<file path="config.mk">
export PLATFORM = sky130hd
export DESIGN_NAME = http_response_header_parser
export DESIGN_NICKNAME = d
export VERILOG_FILES = /design/src/hrhp_pkg.sv /design/src/hrhp_in_reg.sv /design/src/hrhp_core.sv /design/src/http_response_header_parser.sv
export SDC_FILE = /design/constraint.sdc
export NUM_CORES = 1
export LEC_CHECK = 0
export BUFFER_PORTS_ARGS = -buffer_cell sky130_fd_sc_hd__buf_2
export CAP_MARGIN = 40
export CORE_ASPECT_RATIO = 0.9
export CORE_MARGIN = 3
export CORE_UTILIZATION = 61
export CTS_CLUSTER_DIAMETER = 30
export DETAILED_ROUTE_END_ITERATION = 6
export GPL_ROUTABILITY_DRIVEN = 0
export PLACE_DENSITY_LB_ADDON = 0.05
export SLEW_MARGIN = 15
export SYNTH_ARGS = -nofsm -noshare
export SYNTH_HDL_FRONTEND = slang
export SYNTH_HIERARCHICAL = 1
export SYNTH_SLANG_ARGS = --single-unit
</file>
<file path="constraint.sdc">
create_clock -name clk -period 7.6 [get_ports clk]
set_input_delay 0 -clock clk [delete_from_list [all_inputs] [get_ports clk]]
set_output_delay 0 -clock clk [all_outputs]
set_load 0.005 [all_outputs]
</file>
<file path="src/hrhp_pkg.sv">
// ----------------------------------------------------------------------------
// hrhp_pkg
// Shared types, constants and helpers for the HTTP response header parser.
// ----------------------------------------------------------------------------
package hrhp_pkg;

  // Buffer length limit and derived widths
  localparam int MAX_BYTES = 4096;
  localparam int POS_W     = $clog2(MAX_BYTES) + 1;  // holds MAX_BYTES itself
  localparam int OFS_W     = 12;                     // offset and length fields
  localparam int CODE_W    = 17;                     // signed status code
  localparam int MAG_W     = 16;                     // saturating magnitude
  localparam int PROD_W    = MAG_W + 4;              // magnitude * 10 + digit

  localparam logic [MAG_W-1:0] CODE_MAX = {MAG_W{1'b1}};

  // Version prefix "HTTP/1.1 "
  localparam logic [3:0] PREFIX_LEN = 4'd9;

  // Character codes
  localparam logic [7:0] CH_NUL   = 8'h00;
  localparam logic [7:0] CH_TAB   = 8'h09;
  localparam logic [7:0] CH_LF    = 8'h0A;
  localparam logic [7:0] CH_VT    = 8'h0B;
  localparam logic [7:0] CH_FF    = 8'h0C;
  localparam logic [7:0] CH_CR    = 8'h0D;
  localparam logic [7:0] CH_SPACE = 8'h20;
  localparam logic [7:0] CH_PLUS  = 8'h2B;
  localparam logic [7:0] CH_MINUS = 8'h2D;
  localparam logic [7:0] CH_ZERO  = 8'h30;
  localparam logic [7:0] CH_NINE  = 8'h39;
  localparam logic [7:0] CH_COLON = 8'h3A;

  // Result kinds
  typedef enum logic [1:0] {
    EV_NONE   = 2'd0,
    EV_STATUS = 2'd1,
    EV_HEADER = 2'd2
  } event_t;

  // One accepted input beat
  typedef struct packed {
    logic [7:0] data_byte;
    logic       last_byte;
  } item_t;

  // One result beat
  typedef struct packed {
    event_t                    event_res;
    logic                      finished;
    logic                      error;
    logic signed [CODE_W-1:0]  status_code;
    logic [OFS_W-1:0]          key_start;
    logic [OFS_W-1:0]          key_length;
    logic [OFS_W-1:0]          value_start;
    logic [OFS_W-1:0]          value_length;
  } result_t;

  // Expected byte of the version prefix at a given index
  function automatic logic [7:0] prefix_char(input logic [3:0] idx);
    logic [7:0] ch;
    case (idx)
      4'd0:    ch = 8'h48;  // H
      4'd1:    ch = 8'h54;  // T
      4'd2:    ch = 8'h54;  // T
      4'd3:    ch = 8'h50;  // P
      4'd4:    ch = 8'h2F;  // /
      4'd5:    ch = 8'h31;  // 1
      4'd6:    ch = 8'h2E;  // .
      4'd7:    ch = 8'h31;  // 1
      4'd8:    ch = CH_SPACE;
      default: ch = CH_NUL;
    endcase
    return ch;
  endfunction

  function automatic logic is_space(input logic [7:0] ch);
    return (ch == CH_SPACE) || (ch == CH_TAB) || (ch == CH_VT) ||
           (ch == CH_FF) || (ch == CH_CR);
  endfunction

  function automatic logic is_digit(input logic [7:0] ch);
    return (ch >= CH_ZERO) && (ch <= CH_NINE);
  endfunction

endpackage

</file>
<file path="src/hrhp_in_reg.sv">
// ----------------------------------------------------------------------------
// hrhp_in_reg
// Input register: captures one byte beat and holds it until the core takes it.
// ----------------------------------------------------------------------------
module hrhp_in_reg (
  input  logic            clk,
  input  logic            rst,
  input  logic            s_tvalid,
  output logic            s_tready,
  input  logic [7:0]      s_tdata,   // data_byte
  input  logic            s_tlast,   // last_byte
  input  logic            take,      // core consumes the held beat this cycle
  output logic            vld,
  output hrhp_pkg::item_t item
);

  // Refill when empty or when the held beat leaves this cycle
  assign s_tready = !vld || take;

  always_ff @(posedge clk) begin
    if (rst) begin
      vld <= 1'b0;
    end else if (s_tready) begin
      vld <= s_tvalid;
    end
    if (s_tready && s_tvalid) begin
      item.data_byte <= s_tdata;
      item.last_byte <= s_tlast;
    end
  end

endmodule

</file>
<file path="src/hrhp_core.sv">
// ----------------------------------------------------------------------------
// hrhp_core
// Parser state and the single-byte step logic producing one result per byte.
// ----------------------------------------------------------------------------
module hrhp_core (
  input  logic              clk,
  input  logic              rst,
  input  logic              en,            // process the held byte
  input  logic              headers_only,
  input  hrhp_pkg::item_t   item,
  output hrhp_pkg::result_t res
);

  typedef enum logic [2:0] {
    PH_START       = 3'd0,
    PH_PREFIX      = 3'd1,
    PH_STATUS      = 3'd2,
    PH_KEY         = 3'd3,
    PH_AFTER_COLON = 3'd4,
    PH_VALUE_FIRST = 3'd5,
    PH_VALUE       = 3'd6,
    PH_DRAIN       = 3'd7
  } phase_t;

  phase_t                            phase, phase_next;
  logic [3:0]                        prefix_index, prefix_index_next;
  logic [hrhp_pkg::POS_W-1:0]        byte_position, byte_position_next;
  logic [hrhp_pkg::OFS_W-1:0]        key_begin, key_begin_next;
  logic [hrhp_pkg::OFS_W-1:0]        colon_position, colon_position_next;
  logic [hrhp_pkg::OFS_W-1:0]        value_begin, value_begin_next;
  logic [hrhp_pkg::MAG_W-1:0]        code_magnitude, code_magnitude_next;
  logic                              code_negative, code_negative_next;
  logic [1:0]                        number_stage, number_stage_next;

  always_comb begin
    logic [7:0]                   c;
    logic                         last;
    logic                         fail;
    logic                         done;
    logic                         dig;
    logic [hrhp_pkg::POS_W-1:0]   p;
    logic [hrhp_pkg::OFS_W-1:0]   p_ofs;
    logic [hrhp_pkg::PROD_W-1:0]  prod;
    logic [hrhp_pkg::CODE_W-1:0]  mag_ext;

    c       = item.data_byte;
    last    = item.last_byte;
    fail    = 1'b0;
    done    = 1'b0;
    dig     = 1'b0;
    p       = '0;
    p_ofs   = '0;
    prod    = '0;
    mag_ext = '0;

    phase_next          = phase;
    prefix_index_next   = prefix_index;
    byte_position_next  = byte_position;
    key_begin_next      = key_begin;
    colon_position_next = colon_position;
    value_begin_next    = value_begin;
    code_magnitude_next = code_magnitude;
    code_negative_next  = code_negative;
    number_stage_next   = number_stage;
    res                 = '0;

    if (phase == PH_DRAIN) begin
      // Swallow bytes up to the buffer's end mark
      if (last) begin
        phase_next         = PH_START;
        byte_position_next = '0;
      end
    end else begin
      if (phase == PH_START) begin
        phase_next          = headers_only ? PH_KEY : PH_PREFIX;
        prefix_index_next   = '0;
        byte_position_next  = '0;
        key_begin_next      = '0;
        colon_position_next = '0;
        value_begin_next    = '0;
        code_magnitude_next = '0;
        code_negative_next  = 1'b0;
        number_stage_next   = '0;
      end
      p     = byte_position_next;
      p_ofs = p[hrhp_pkg::OFS_W-1:0];

      if (p >= hrhp_pkg::POS_W'(hrhp_pkg::MAX_BYTES)) begin
        fail = 1'b1;
      end else begin
        case (phase_next)
          PH_PREFIX: begin
            if (prefix_index_next >= hrhp_pkg::PREFIX_LEN ||
                c != hrhp_pkg::prefix_char(prefix_index_next)) begin
              fail = 1'b1;
            end else begin
              prefix_index_next = prefix_index_next + 4'd1;
              if (prefix_index_next == hrhp_pkg::PREFIX_LEN) begin
                phase_next          = PH_STATUS;
                number_stage_next   = '0;
                code_magnitude_next = '0;
                code_negative_next  = 1'b0;
              end
              if (last) fail = 1'b1;
            end
          end
          PH_STATUS: begin
            if (c == hrhp_pkg::CH_LF) begin
              if (last || code_magnitude_next == '0) begin
                fail = 1'b1;
              end else begin
                mag_ext         = {1'b0, code_magnitude_next};
                res.event_res   = hrhp_pkg::EV_STATUS;
                res.status_code = code_negative_next ? -mag_ext : mag_ext;
                key_begin_next  = p_ofs + hrhp_pkg::OFS_W'(1);
                phase_next      = PH_KEY;
              end
            end else begin
              case (number_stage_next)
                2'd0: begin
                  if (hrhp_pkg::is_space(c)) begin
                    number_stage_next = 2'd0;
                  end else if (c == hrhp_pkg::CH_PLUS || c == hrhp_pkg::CH_MINUS) begin
                    code_negative_next = (c == hrhp_pkg::CH_MINUS);
                    number_stage_next  = 2'd1;
                  end else if (hrhp_pkg::is_digit(c)) begin
                    dig = 1'b1;
                  end else begin
                    number_stage_next = 2'd3;
                  end
                end
                2'd1, 2'd2: begin
                  if (hrhp_pkg::is_digit(c)) dig = 1'b1;
                  else number_stage_next = 2'd3;
                end
                default: number_stage_next = number_stage_next;
              endcase
              if (dig) begin
                // Shift in a decimal digit, saturating the magnitude
                prod = hrhp_pkg::PROD_W'(code_magnitude_next) * hrhp_pkg::PROD_W'(10) +
                       hrhp_pkg::PROD_W'(c - hrhp_pkg::CH_ZERO);
                code_magnitude_next = (prod > hrhp_pkg::PROD_W'(hrhp_pkg::CODE_MAX)) ?
                                      hrhp_pkg::CODE_MAX : prod[hrhp_pkg::MAG_W-1:0];
                number_stage_next   = 2'd2;
              end
              if (last) fail = 1'b1;
            end
          end
          PH_KEY: begin
            if (c == hrhp_pkg::CH_NUL) begin
              done = 1'b1;
            end else if (c == hrhp_pkg::CH_COLON) begin
              if ({1'b0, key_begin_next} == p || last) begin
                fail = 1'b1;
              end else begin
                colon_position_next = p_ofs;
                phase_next          = PH_AFTER_COLON;
              end
            end else if (c == hrhp_pkg::CH_CR || c == hrhp_pkg::CH_LF) begin
              if (({1'b0, key_begin_next} + hrhp_pkg::POS_W'(1)) < p) fail = 1'b1;
              else key_begin_next = p_ofs + hrhp_pkg::OFS_W'(1);
            end
          end
          PH_AFTER_COLON: begin
            if (c == hrhp_pkg::CH_SPACE) begin
              if (last) fail = 1'b1;
              else phase_next = PH_VALUE_FIRST;
            end else begin
              value_begin_next = p_ofs;
              phase_next       = PH_VALUE;
            end
          end
          PH_VALUE_FIRST: begin
            // First value byte is taken whatever it holds
            value_begin_next = p_ofs;
            phase_next       = PH_VALUE;
          end
          default: begin
            if (c == hrhp_pkg::CH_NUL) begin
              done = 1'b1;
            end else if (c == hrhp_pkg::CH_CR || c == hrhp_pkg::CH_LF) begin
              res.event_res    = hrhp_pkg::EV_HEADER;
              res.key_start    = key_begin_next;
              res.key_length   = colon_position_next - key_begin_next;
              res.value_start  = value_begin_next;
              res.value_length = p_ofs - value_begin_next;
              key_begin_next   = p_ofs + hrhp_pkg::OFS_W'(1);
              phase_next       = PH_KEY;
            end
          end
        endcase
      end

      byte_position_next = p + hrhp_pkg::POS_W'(1);
      if (fail) begin
        res          = '0;
        res.finished = 1'b1;
        res.error    = 1'b1;
      end else if (done || last) begin
        res.finished = 1'b1;
      end
      if (res.finished) begin
        if (last) begin
          phase_next         = PH_START;
          byte_position_next = '0;
        end else begin
          phase_next = PH_DRAIN;
        end
      end
    end
  end

  always_ff @(posedge clk) begin
    if (rst) begin
      phase          <= PH_START;
      prefix_index   <= '0;
      byte_position  <= '0;
      key_begin      <= '0;
      colon_position <= '0;
      value_begin    <= '0;
      code_magnitude <= '0;
      code_negative  <= 1'b0;
      number_stage   <= '0;
    end else if (en) begin
      phase          <= phase_next;
      prefix_index   <= prefix_index_next;
      byte_position  <= byte_position_next;
      key_begin      <= key_begin_next;
      colon_position <= colon_position_next;
      value_begin    <= value_begin_next;
      code_magnitude <= code_magnitude_next;
      code_negative  <= code_negative_next;
      number_stage   <= number_stage_next;
    end
  end

endmodule

</file>
<file path="src/http_response_header_parser.sv">
// ----------------------------------------------------------------------------
// http_response_header_parser
// Byte-stream parser for an HTTP/1.1 response: status line and header lines.
// ----------------------------------------------------------------------------
//
//   channel  | dir | handshake          | content
//   ---------+-----+--------------------+-----------------------------------
//   s_*      | in  | s_tvalid/s_tready  | one buffer byte, tlast = last byte
//   m_*      | out | m_tvalid/m_tready  | one result per byte, tlast = done
//   cfg_*    | in  | cfg_valid/cfg_ready| headers_only register
//
// Every byte beat yields exactly one result beat. Throughput is one byte per
// cycle while m_tready is held high; each byte passes the input register,
// then the per-byte step logic, then the result register.
// Reset (rst, synchronous) empties both registers and returns the parser to
// the start of a buffer with headers_only cleared.
// A stalled result holds in the output register; the input register keeps
// taking beats as long as the result register is free or being emptied.
// ----------------------------------------------------------------------------
module http_response_header_parser (
  input  logic        clk,
  input  logic        rst,
  // byte input
  input  logic        s_tvalid,
  output logic        s_tready,
  input  logic [7:0]  s_tdata,   // [7:0] data_byte
  input  logic        s_tlast,   // last_byte
  // result output
  output logic        m_tvalid,
  input  logic        m_tready,
  output logic [71:0] m_tdata,   // [16:0] status_code, [28:17] key_start,
                                 // [40:29] key_length, [52:41] value_start,
                                 // [64:53] value_length, [71:65] zero
  output logic [2:0]  m_tuser,   // [1:0] event_res, [2] error
  output logic        m_tlast,   // finished
  // configuration
  input  logic        cfg_valid,
  output logic        cfg_ready,
  input  logic        cfg_data   // headers_only
);

  logic              headers_only;
  logic              in_vld;
  logic              advance;
  logic              step;
  hrhp_pkg::item_t   in_item;
  hrhp_pkg::result_t step_res;
  hrhp_pkg::result_t out_res;

  // Register writes are always taken
  assign cfg_ready = 1'b1;

  always_ff @(posedge clk) begin
    if (rst) begin
      headers_only <= 1'b0;
    end else if (cfg_valid) begin
      headers_only <= cfg_data;
    end
  end

  // Result register is free, or its beat leaves this cycle
  assign advance = !m_tvalid || m_tready;
  assign step    = in_vld && advance;

  hrhp_in_reg u_in_reg (
    .clk      (clk),
    .rst      (rst),
    .s_tvalid (s_tvalid),
    .s_tready (s_tready),
    .s_tdata  (s_tdata),
    .s_tlast  (s_tlast),
    .take     (advance),
    .vld      (in_vld),
    .item     (in_item)
  );

  hrhp_core u_core (
    .clk          (clk),
    .rst          (rst),
    .en           (step),
    .headers_only (headers_only),
    .item         (in_item),
    .res          (step_res)
  );

  // Result register: load on every step, hold while stalled
  always_ff @(posedge clk) begin
    if (rst) begin
      m_tvalid <= 1'b0;
    end else if (advance) begin
      m_tvalid <= in_vld;
    end
    if (step) begin
      out_res <= step_res;
    end
  end

  assign m_tdata = {7'd0, out_res.value_length, out_res.value_start,
                    out_res.key_length, out_res.key_start, out_res.status_code};
  assign m_tuser = {out_res.error, out_res.event_res};
  assign m_tlast = out_res.finished;

endmodule
</file>
======== After elaboration in Yosys (flattened, before gate mapping) ========
Memories as Yosys holds them, arrays and structs flattened.
Cells that the tools add are included.
W data, S select, Z words.
storage, ports and cells
  word-level logic and storage cells ...... 229
  ROM bits ................................ 112
  memories ................................ 1
  input port bits ......................... 15
  register bits ........................... 156
  output and inout port bits .............. 79
memory list
  name             words  width  rd ports  clocked after memory_dff  write ports  RTL line        text
  (no name shown)  16     7      1         0                         0            hrhp_pkg.sv:62  case (idx)
operators by class
  mux-type cells .......................... 131
  bitwise gates (word level) .............. 5
  equality and inequality tests ........... 21
  order comparisons ....................... 6
  add/subtract/negate cells ............... 9
  reductions and logical operators ........ 32
  multipliers ............................. 1
operators by type and width
  cell                     number
  $mux W12                 22
  $mux W48                 3
  $mux W16                 8
  $mux W13                 6
  $mux W17                 4
  $mux W66                 1
  $mux W65                 1
  $mux W3                  18
  $eq A8 B4 Y1 const B     5
  $mux W1                  36
  $pmux W12 S3             1
  $eq A8 B6 Y1 const B     4
  $pmux W16 S2             1
  $mux W2                  14
  $mux W8                  3
  $pmux W12 S2             1
  $sub A12 B12 Y12         2
  $add A20 B20 Y20         1
  $gt A20 B16 Y1 const B   1
  $mux W4                  5
  $mul A16 B3 Y19 const B  1
  $neg A16 Y17             1
  $logic_not A16 Y1        1
  $pmux W3 S5              1
  other kinds (37)         64

======== Depth between registers and ports, before layout ========
  word-level depth ........................ 17
  depth in mapped cells ................... 28
  gate-level depth less buffers ........... 23

======== Modules after synthesis ========
Netlist, hierarchy kept.
by module, submodules not included
  module                       cells each  area an instance (um2)  instances  sequential area each (um2)
  hrhp_core                    1212        8655.8                  1          1501.4
  http_response_header_parser  87          2228.4                  1          2112.0
  hrhp_in_reg                  14          325.3                   1          290.3

======== Worst setup path before layout ========
No wires, ideal clock.
  path type ............................... register to register
  from .................................... register u_core.phase[1]
  to ...................................... register u_core/code_magnitude[10] (netlist bit)
  arrival ................................. 5.647 ns
  setup slack ............................. 1.826 ns
  setup time .............................. 0.127 ns
  clock period less this slack ............ 5.774 ns
  path buffers ............................ 7
  data required time ...................... 7.473 ns
  cell stages (with the launch flop) ...... 29
  cell sequence ........................... dfxtp_1 or3_1 buf_2 buf_4 clkbuf_1 buf_1 buf_1 clkbuf_1 nand3_1 o21ai_0 ha_1 nor2b_1 o21ai_0 a21boi_0 o21ai_0 a21oi_1 a21oi_1 xnor2_1 ha_1 and2_1 a2111o_1 or3_1 o21ai_2 o311ai_4 xor2_2 a2bb2oi_4 buf_6 nor3_1 o2bb2ai_1
between the ends
  longest elaborated chain between the ends .. 14
  elaborated cells between the ends (all ways) .. 45
  those cells by class .................... add/sub: 2; mul: 1; order compare: 3; eq/ne: 7; mux: 25; bitwise: 1; reduce/logical: 5; memory: 1
ends and longest elaborated chain
  what                                                       RTL line          text
  start, declared                                            hrhp_core.sv:25   phase_t phase, phase_next;
  start signal, assigned                                     hrhp_core.sv:225  phase <= phase_next;
  branches (longest 14 deep; another with $add A20 B20 Y20)  n/a
  end signal, assigned                                       hrhp_core.sv:231  code_magnitude <= code_magnitude_next;
  end, declared                                              hrhp_core.sv:31   logic [hrhp_pkg::MAG_W-1:0] code_magnitude, code_magnitude_next;
Parallel ways; which one is timed is not known. The select of a mux whose other input is x is not followed.
A chain may end at the register's enable or synchronous reset.

======== Worst setup path in the final report ========
  from .................................... register u_core.phase[2]
  to ...................................... register u_core/code_magnitude[4] (netlist bit)
The elaborated chain is that of the path after synthesis.

==> reports/qor.txt <==
PLACE
----------------------------------------------------------------------------------
Inst Count DP                                                                 1564
Total of buffers placed on input and output ports                               85
Detail Placement HPWL                                                     21000 um

ROUTE
----------------------------------------------------------------------------------
Via count                                                                     9941
Remaining number of nets flagged by the antenna check after routing              0
Total Routed Length                                                       29100 um
Drt pass-1 iters                                                                 6
Via/cell ratio                                                                6.17
Post-route DRC violation count                                                   0
Average routed wire per standard cell                                      18.0 um
Iteration-0 DRC count of the detailed router                                  1199

CLOCK NETWORK
----------------------------------------------------------------------------------
# H-tree levels                                                                  4
Sinks on Clock Net                                                             156
Buffer count from post-CTS setup fixing                                          0
Worst skew pair latency                                                     430 ps
Buffer levels on the longest clock path                                          2
CTS Buf Count                                                                   17
Clock transition at the registers of the reported paths                      70 ps
Clock tree from TritonCTS                                                      yes
Cell chosen for the clock root                                        sky130_fd_sc_hd__clkbuf_16

FLOORPLAN
----------------------------------------------------------------------------------
Initial Util                                                                 0.628
Core Rows                                                                       46
Floorplan die area                                                     0.0200 mm^2
Floorplan core area                                                    0.0178 mm^2
Total I/O pin count                                                             94
Vert. Die Dim                                                               135 um
Width of the die                                                            149 um

POWER
----------------------------------------------------------------------------------
Maximum resistive drop on vdd                                               169 uV
Power per standard cell area                                           161 mW/mm^2
Leak pwr                                                                   5.08 nW

FINISH
----------------------------------------------------------------------------------
Layout-stage area growth over the synthesis result                           10.5%
Commonest non-fill, non-tap cells in the layout                       sky130_fd_sc_hd__nor2_1, sky130_fd_sc_hd__nand2_1, sky130_fd_sc_hd__buf_2
Proportion of layout cells with a drive suffix above 1                       0.119
Total Nets Final                                                              1459
Final standard cell count with taps included and fillers excluded             1610
Most common library cell in the layout ignoring fill and taps         sky130_fd_sc_hd__nor2_1
Total area of multi-input combinational cells                         0.00671 mm^2
Count of filler cells inserted in the layout                                  1481
Number of antenna cells inserted                                                 0
Sequential cell area                                                  0.00390 mm^2

WORST HOLD PATH
----------------------------------------------------------------------------------
Worst min-delay path category                                         input pin to flip-flop

GRT
----------------------------------------------------------------------------------
Largest net degree at the start of global routing                               75
GRT Residual Overflow                                                            0
Number of antenna violations at the first check in global routing                0
Global router's overall resource usage                                       0.291
Number of global-route vias before repair                                     9129
Global-route wire length before repair                                    47300 um

TIMING
----------------------------------------------------------------------------------
Pin slew with the least headroom to its limit                               915 ps
Summed negative setup slack over all endpoints                                0 ps
Tightest hold margin                                                        198 ps
Tmin final                                                                 6180 ps
Setup Skew                                                                 10.7 ps
Maximum clock frequency                                                    162 MHz
Endpoints failing hold                                                           0
RSZ-0062 raised after global routing                                            no
Final cycle utilization of the critical path                                 0.813
Final-report setup violation count                                               0
Max-slew headroom                                                            0.384
Max-slew violation count                                                         0

WORST SETUP PATH
----------------------------------------------------------------------------------
Critical Path Source Type                                                flip-flop
Maximum fanout along the worst path                                             25
CP arrival                                                                 6460 ps
Type of destination of the critical path                                 flip-flop
CP Data Required Time                                                      7880 ps
Start-to-end type of the worst setup path                             flip-flop to flip-flop

SYNTH
----------------------------------------------------------------------------------
Warnings, synthesis                                                              6
Commonest register cell after synthesis                               sky130_fd_sc_hd__edfxtp_1
Average cell area after synthesis                                        8.54 um^2
Gate count after technology mapping                                           1313
Count of flip-flops with a built-in enable after synthesis                      78
Number of distinct library cells after synthesis                                93
Sequential area share after synthesis                                        0.348
Flops & latches, synth                                                         156
Synth Cell Area                                                        0.0112 mm^2
Fraction of synthesis flops using an asynchronous set or reset pin               0

RUN
----------------------------------------------------------------------------------
Number of max-cap violations                                                     0

RUN STATUS
----------------------------------------------------------------------------------
Run status                                                               completed

metrics by stage:
stage	utilization	area (um^2)	power [W]	worst slack [ps]
finish	0.695	12400	0.00200	1420
global route	0.695	12400	0.00206	983
CTS	0.694	12400	0.00200	1570
detailed placement	0.652	11600	0.00112	1620
global placement	0.651	11600	0.00111	1800
floorplan	-	11200	0.00106	1830
registers in the layout, indices dropped and copies added (netlist names):
name	cells
m_tlast	1
m_tuser	3
u_core/byte_position	13
u_core/code_magnitude	16
u_core/prefix_index	4
u_core/value_begin	12
u_core/phase	3
m_tvalid	1
u_in_reg/item	9
u_core/number_stage	2
u_core/key_begin	12
u_in_reg/vld	1
u_core/code_negative	1
m_tdata	65
u_core/colon_position	12
headers_only	1
final cells by class:
class                   count  share of cell area
clock buffers              18              0.0354
clock inverters            14              0.0142
flip-flops and latches    156               0.315
repair buffers            108              0.0519
inverters                  59              0.0179
well taps                 240              0.0242
multi-input cells        1015               0.541
worst max-delay path, stage by stage, from the launching register on:
cell and delay (ps):
sky130_fd_sc_hd__dfxtp_1 520, sky130_fd_sc_hd__or3_2 790, sky130_fd_sc_hd__nand2_1 260, sky130_fd_sc_hd__nand3_1 100, sky130_fd_sc_hd__o21ai_0 140, sky130_fd_sc_hd__inv_1 100
sky130_fd_sc_hd__fa_1 460, sky130_fd_sc_hd__nor2b_1 120, sky130_fd_sc_hd__o21ai_0 110, sky130_fd_sc_hd__a21boi_0 240, sky130_fd_sc_hd__o21ai_0 170, sky130_fd_sc_hd__a21oi_1 180
sky130_fd_sc_hd__a21oi_1 100, sky130_fd_sc_hd__xnor2_1 130, sky130_fd_sc_hd__ha_1 370, sky130_fd_sc_hd__and2_1 220, sky130_fd_sc_hd__a2111o_1 390, sky130_fd_sc_hd__nor3_1 270
sky130_fd_sc_hd__nor3_1 110, sky130_fd_sc_hd__a31oi_1 190, sky130_fd_sc_hd__nand3_1 480, sky130_fd_sc_hd__o311ai_1 490, sky130_fd_sc_hd__a21oi_1 110
repair_timing:
item / CTS / global route
hold buffers: 13 / 0
resized for setup: 0 / 0
hold endpoints to repair: 12 / 0
worst paths after layout:
path | startpoint | to | slack [ps] | cells after the start
worst max register to register | u_core/phase[2] | u_core/code_magnitude[4] | 1420 | 22
worst min-delay path | rst | headers_only | 200 | 3
worst max-delay path | u_core/phase[2] | u_core/code_magnitude[4] | 1420 | 22
worst min register to register | u_core/number_stage[1] | u_core/number_stage[1] | 460 | 2
power breakdown:
part,internal [W],switching [W],total (W)
clock,0.000508,0.000381,0.000889
combinational,0.0000629,0.000126,0.000189
sequential,0.000902,0.0000192,0.000921
total,0.00147,0.000526,0.00200
per-layer routing:
metal  up-vias  wire, um  GRT usage
met5         -         0          0
met4         0       535     0.0788
met3        51      2600     0.0587
met2       443     12300      0.420
met1      4672     13600      0.444
li1       4775         -          -
Yosys cell counts, types with 21 or more instances:
cell type,number,share of area
sky130_fd_sc_hd__nand2_1,114,0.038
sky130_fd_sc_hd__edfxtp_1,78,0.21
sky130_fd_sc_hd__and2_1,46,0.026
sky130_fd_sc_hd__clkbuf_1,62,0.021
sky130_fd_sc_hd__a22oi_1,31,0.021
sky130_fd_sc_hd__nor3_1,41,0.018
sky130_fd_sc_hd__xor2_1,43,0.034
sky130_fd_sc_hd__nand3_1,41,0.018
sky130_fd_sc_hd__and3_1,21,0.012
sky130_fd_sc_hd__a21oi_1,67,0.030
sky130_fd_sc_hd__ha_1,84,0.094
sky130_fd_sc_hd__xnor2_1,57,0.045
sky130_fd_sc_hd__dfxtp_1,78,0.14
sky130_fd_sc_hd__nor2_1,151,0.051
sky130_fd_sc_hd__inv_1,56,0.019
sky130_fd_sc_hd__o21ai_0,68,0.030
kinds of logic (layout without fill, tap and decap cells):
group / Yosys count / count (layout) / synth area share
AND/OR/NAND/NOR: 501 / 501 / 0.220
flip-flops: 156 / 156 / 0.348
buffers and inverters: 148 / 199 / 0.0555
AO/OA/AOI/OAI: 317 / 317 / 0.196
adder cells (fa/ha/maj): 87 / 87 / 0.0991
XOR/XNOR: 101 / 101 / 0.0796
multiplexers: 1 / 1 / 0.000893
other: 2 / 8 / 0.000670
Power figures use the tool's default switching activity.
